**src/hw/rtl/ehist_ram.sv**
```systemverilog
// ----------------------------------------------------------------------------
// ehist_ram
// Simple dual-port RAM, one write port and one read port, registered read.
// ----------------------------------------------------------------------------
module ehist_ram #(
  parameter int WIDTH = 48,
  parameter int DEPTH = 64,
  parameter int AW    = (DEPTH > 1) ? $clog2(DEPTH) : 1
) (
  input  logic             clk,
  input  logic             wr_en,
  input  logic [AW-1:0]    wr_addr,
  input  logic [WIDTH-1:0] wr_data,
  input  logic [AW-1:0]    rd_addr,
  output logic [WIDTH-1:0] rd_data
);

  logic [WIDTH-1:0] mem [DEPTH];

  always_ff @(posedge clk) begin
    if (wr_en) begin
      mem[wr_addr] <= wr_data;
    end
    rd_data <= mem[rd_addr];
  end

endmodule

```
**config.mk**
```make
export PLATFORM = sky130hd
export DESIGN_NAME = ehist_ram
export DESIGN_NICKNAME = d
export VERILOG_FILES = /design/src/hw/rtl/ehist_ram.sv
export SDC_FILE = /design/constraint.sdc
export NUM_CORES = 2
export LEC_CHECK = 0
export BUFFER_PORTS_ARGS = -buffer_cell sky130_fd_sc_hd__buf_2
export CAP_MARGIN = 20
export CORE_ASPECT_RATIO = 0.6
export CORE_MARGIN = 2
export CORE_UTILIZATION = 55
export DETAILED_ROUTE_END_ITERATION = 12
export PLACE_DENSITY = 0.71
export SYNTH_ARGS = -nofsm -noshare
export SYNTH_HDL_FRONTEND = slang
export SYNTH_SLANG_ARGS = --single-unit
```
**constraint.sdc**
```tcl
create_clock -name clk -period 16.55 [get_ports clk]
set_input_delay 3.31 -clock clk [delete_from_list [all_inputs] [get_ports clk]]
set_output_delay 3.31 -clock clk [all_outputs]
set_load 0.02 [all_outputs]
```
==> results.sh <==
export IMPL_critical_path_buf_inv_count=3
export IMPL_gp_routability_congestion=0.812
export IMPL_grt_overflow_total=0
export IMPL_synth_edf_count=3072
export IMPL_grt_pass1_wl_mm=436
export IMPL_synth_simple_gate_area_frac=0.00957
export IMPL_synth_seq_area_share=0.796
export IMPL_critical_path_top_delay_family="buffers and inverters"
export IMPL_min_delay_path_class="flop to flop"
export IMPL_dieArea_um2=217000
export IMPL_synth_distinct_cells=36
export IMPL_most_instantiated_cells_after_synthesis="3,072 x edfxtp_1, 754 x mux4_2, 132 x nor2_1, 122 x o22ai_1"
export IMPL_place_ws_ns=9.02
export IMPL_critical_path_class="input port to flop"
export IMPL_mappedNetlistArea_um2=117000
export IMPL_ant_nets=0
export IMPL_initial_utilization=0.552
export IMPL_dp_cells=7808
export IMPL_total_number_of_vias=57800
export IMPL_synthesis_area_per_instance_um2=23.6
export IMPL_dp_hpwl_mm=171
export IMPL_timing_max_slew_rel_slack=0.224
export IMPL_synth_compound_area_frac=0.0302
export IMPL_synth_top_area_frac=0.788
export IMPL_vias_per_cell=6.94
export IMPL_drt_initial_drc_count=9684
export IMPL_cts_hold_buf=0
export IMPL_totalPowerFinal_uw=15700
export IMPL_pin_count=110
export IMPL_synth_ff_type="edfxtp_1"
export IMPL_finalWirelength_mm=313
export IMPL_post_synth_xor_area_fraction=0
export IMPL_grt_setup_unrepaired="false"
export IMPL_powerDensity_nw_per_um2=120
export IMPL_timing_critical_path_to_type="flop"
export IMPL_maxCapViolations=0
export IMPL_report_final_slew_viol_count=0
export IMPL_antenna_found_initial=24
export IMPL_die_width_um=600
export IMPL_critPathMostFrequentCell="buf_4"
export IMPL_clk_transition_reported_paths_ns=0.06
export IMPL_cts_num_sinks=3120
export IMPL_post_route_cells_drive_above_1_share=0.277
export IMPL_post_cts_resize_count=0
export IMPL_place_port_buffers=109
export IMPL_finalCritPeriodShare=0.400
export IMPL_synth_async_reset_ratio=0
export IMPL_worst_ir_drop_vdd_v=0.0000866
export IMPL_grt_max_degree=116
export IMPL_worst_path_max_delay_cell="buf_4"
export IMPL_timing_critical_path_required_ns=17.21
export IMPL_worst_slew_pin_transition_ns=1.16
export IMPL_nets_final=5312
export IMPL_postCtsSetupBuffers=0
export IMPL_grt_util_all_layers=0.290
export IMPL_tritoncts="built"
export IMPL_synthMostInstantiatedCell="edfxtp_1"
export IMPL_rows=131
export IMPL_crit_path_max_incr_delay_ns=0.81
export IMPL_worstSkewPairLatency_ns=0.85
export IMPL_clock_tree_htree_level_count=5
export IMPL_data_arrival_time_of_the_critical_path_ns=7.29
export IMPL_tritoncts_num_buffers=276
export IMPL_area_growth_pct=11.4
export IMPL_hold_viol=0
export IMPL_outcome="finished clean"
export IMPL_floorplan_die_height_um=361
export IMPL_clockRootBuffer="clkbuf_16"
export IMPL_clock_skew_final_ns=0.0285
export IMPL_setup_tns_ns=0
export IMPL_route_detailed_drc=0
export IMPL_worst_slack_ns=9.92
export IMPL_clock_path_buffers=4
export IMPL_critical_path_cell_chain="buf_12 > buf_4 > buf_4 > mux4_2 > mux2_2 > o22ai_1 > a31o_2 > a211oi_1"
export IMPL_finalSetupViolCount=0
export IMPL_netlist_top_cell_by_area="edfxtp_1"
export IMPL_post_synth_mux_area_share=0.152
export IMPL_number_of_global_route_vias_before_repair=55900
export IMPL_crit_path_start_kind="input port"
export IMPL_detail_route_wl_per_cell_um=37.6
export IMPL_period_needed_ns=6.63
export IMPL_layout_cells_non_filler=8322
export IMPL_syn_inst=4970
export IMPL_ys_seq_elements=3120
export IMPL_max_freq_mhz=151
export IMPL_yosys_area_share_adder=0
export IMPL_timing_critical_path_fanout_max=107
export IMPL_layout_filler_cells=14100
export IMPL_ys_top_cells_by_area="edfxtp_1 79%, mux4_2 14%, dfxtp_1 0.82%, o22ai_1 0.65%, a221oi_1 0.62%"
export IMPL_holdWs_ns=0.772
export IMPL_main_combinational_cell_family_by_area_after_synthesis="multiplexers"
export IMPL_core_area_um2=212000
export IMPL_power_leakage_uw=0.0403
export IMPL_synth_nets=5032
export IMPL_yosys_warnings=0
export IMPL_detailedRoute_firstPassIterationCount=6
-- cell families after synthesis --
kind of cell           count (synthesis)
AO/OA/AOI/OAI                        486
multiplexers                         829
flip-flops                          3120
AND/OR/NAND/NOR                      253
buffers and inverters                282
-- worst min-delay path, stage by stage, from the launching register on --
cell      delay (ns)
edfxtp_1        0.32
mux2i_1         0.06
nand2_1         0.06
a311oi_1        0.09
a211oi_1        0.19
-- layout by cell type (no fill, tap or decap), drive strengths merged, types with 4 or more instances in the layout --
cell      synthesis  layout
mux2             12      12
nand2b           10      10
nor2b            24      24
a31o              5       5
bufinv            0      13
o22ai           122     122
a221oi           83      83
nand3b            5       5
a22o             57      57
a22oi            72      72
nand3             7       7
clkinv            0      96
a311oi           11      11
a21oi            74      74
mux2i            63      63
edfxtp         3072    3072
nor2            132     132
mux4            754     754
or3b              4       4
clkinvlp          0       4
clkbuf           99     361
inv               0       8
buf             183     284
diode             0       9
dfxtp            48      48
nand2            55      55
o221ai           28      28
a211oi           32      32
-- state kept, by name, indices dropped and copies added (netlist names) --
signal and cells:
rd_data 48, mem 3072
-- routing by layer --
metal  GRT usage  part of all wire  routed length (um)
met2       0.407              0.43              135000
met3      0.0788              0.15               45700
met4      0.0679             0.026                8100
met5           0          0.000054                  17
met1       0.458              0.40              124000
-- power breakdown --
part / leakage [uW] / internal [uW] / switching (uW)
Sequential: 0.0280 / 8740 / 32.0
Combinational: 0.00811 / 277 / 503
Clock: 0.00412 / 3380 / 2780
Total: 0.0403 / 12400 / 3320
-- through the flow --
step | area [um2] | utilization
after floorplan | 117000 | -
after global placement | 121000 | 0.573
after detailed placement | 122000 | 0.573
after CTS | 130000 | 0.613
after global routing | 130000 | 0.615
final | 130000 | 0.615
-- layout make-up --
cell class | count | area (um2) | share of cell area
repair buffers | 284 | 2310 | 0.0177
well taps | 2859 | 3580 | 0.0274
clock buffers | 361 | 7430 | 0.0570
diodes | 9 | 22.5 | 0.000173
flip-flops and latches | 3120 | 93200 | 0.714
clock inverters | 121 | 946 | 0.00725
multi-input cells | 1568 | 23000 | 0.176
-- worst paths after layout --
check               from          end  slack, ns  cells after the start
max           rd_addr[0]  rd_data[20]       9.92                      8
min          mem[58][20]  rd_data[20]       0.77                      4
max reg2reg   mem[11][1]   rd_data[1]      14.42                      4
min reg2reg  mem[58][20]  rd_data[20]       0.77                      4
Note: power is estimated with default switching activity, not from simulation.
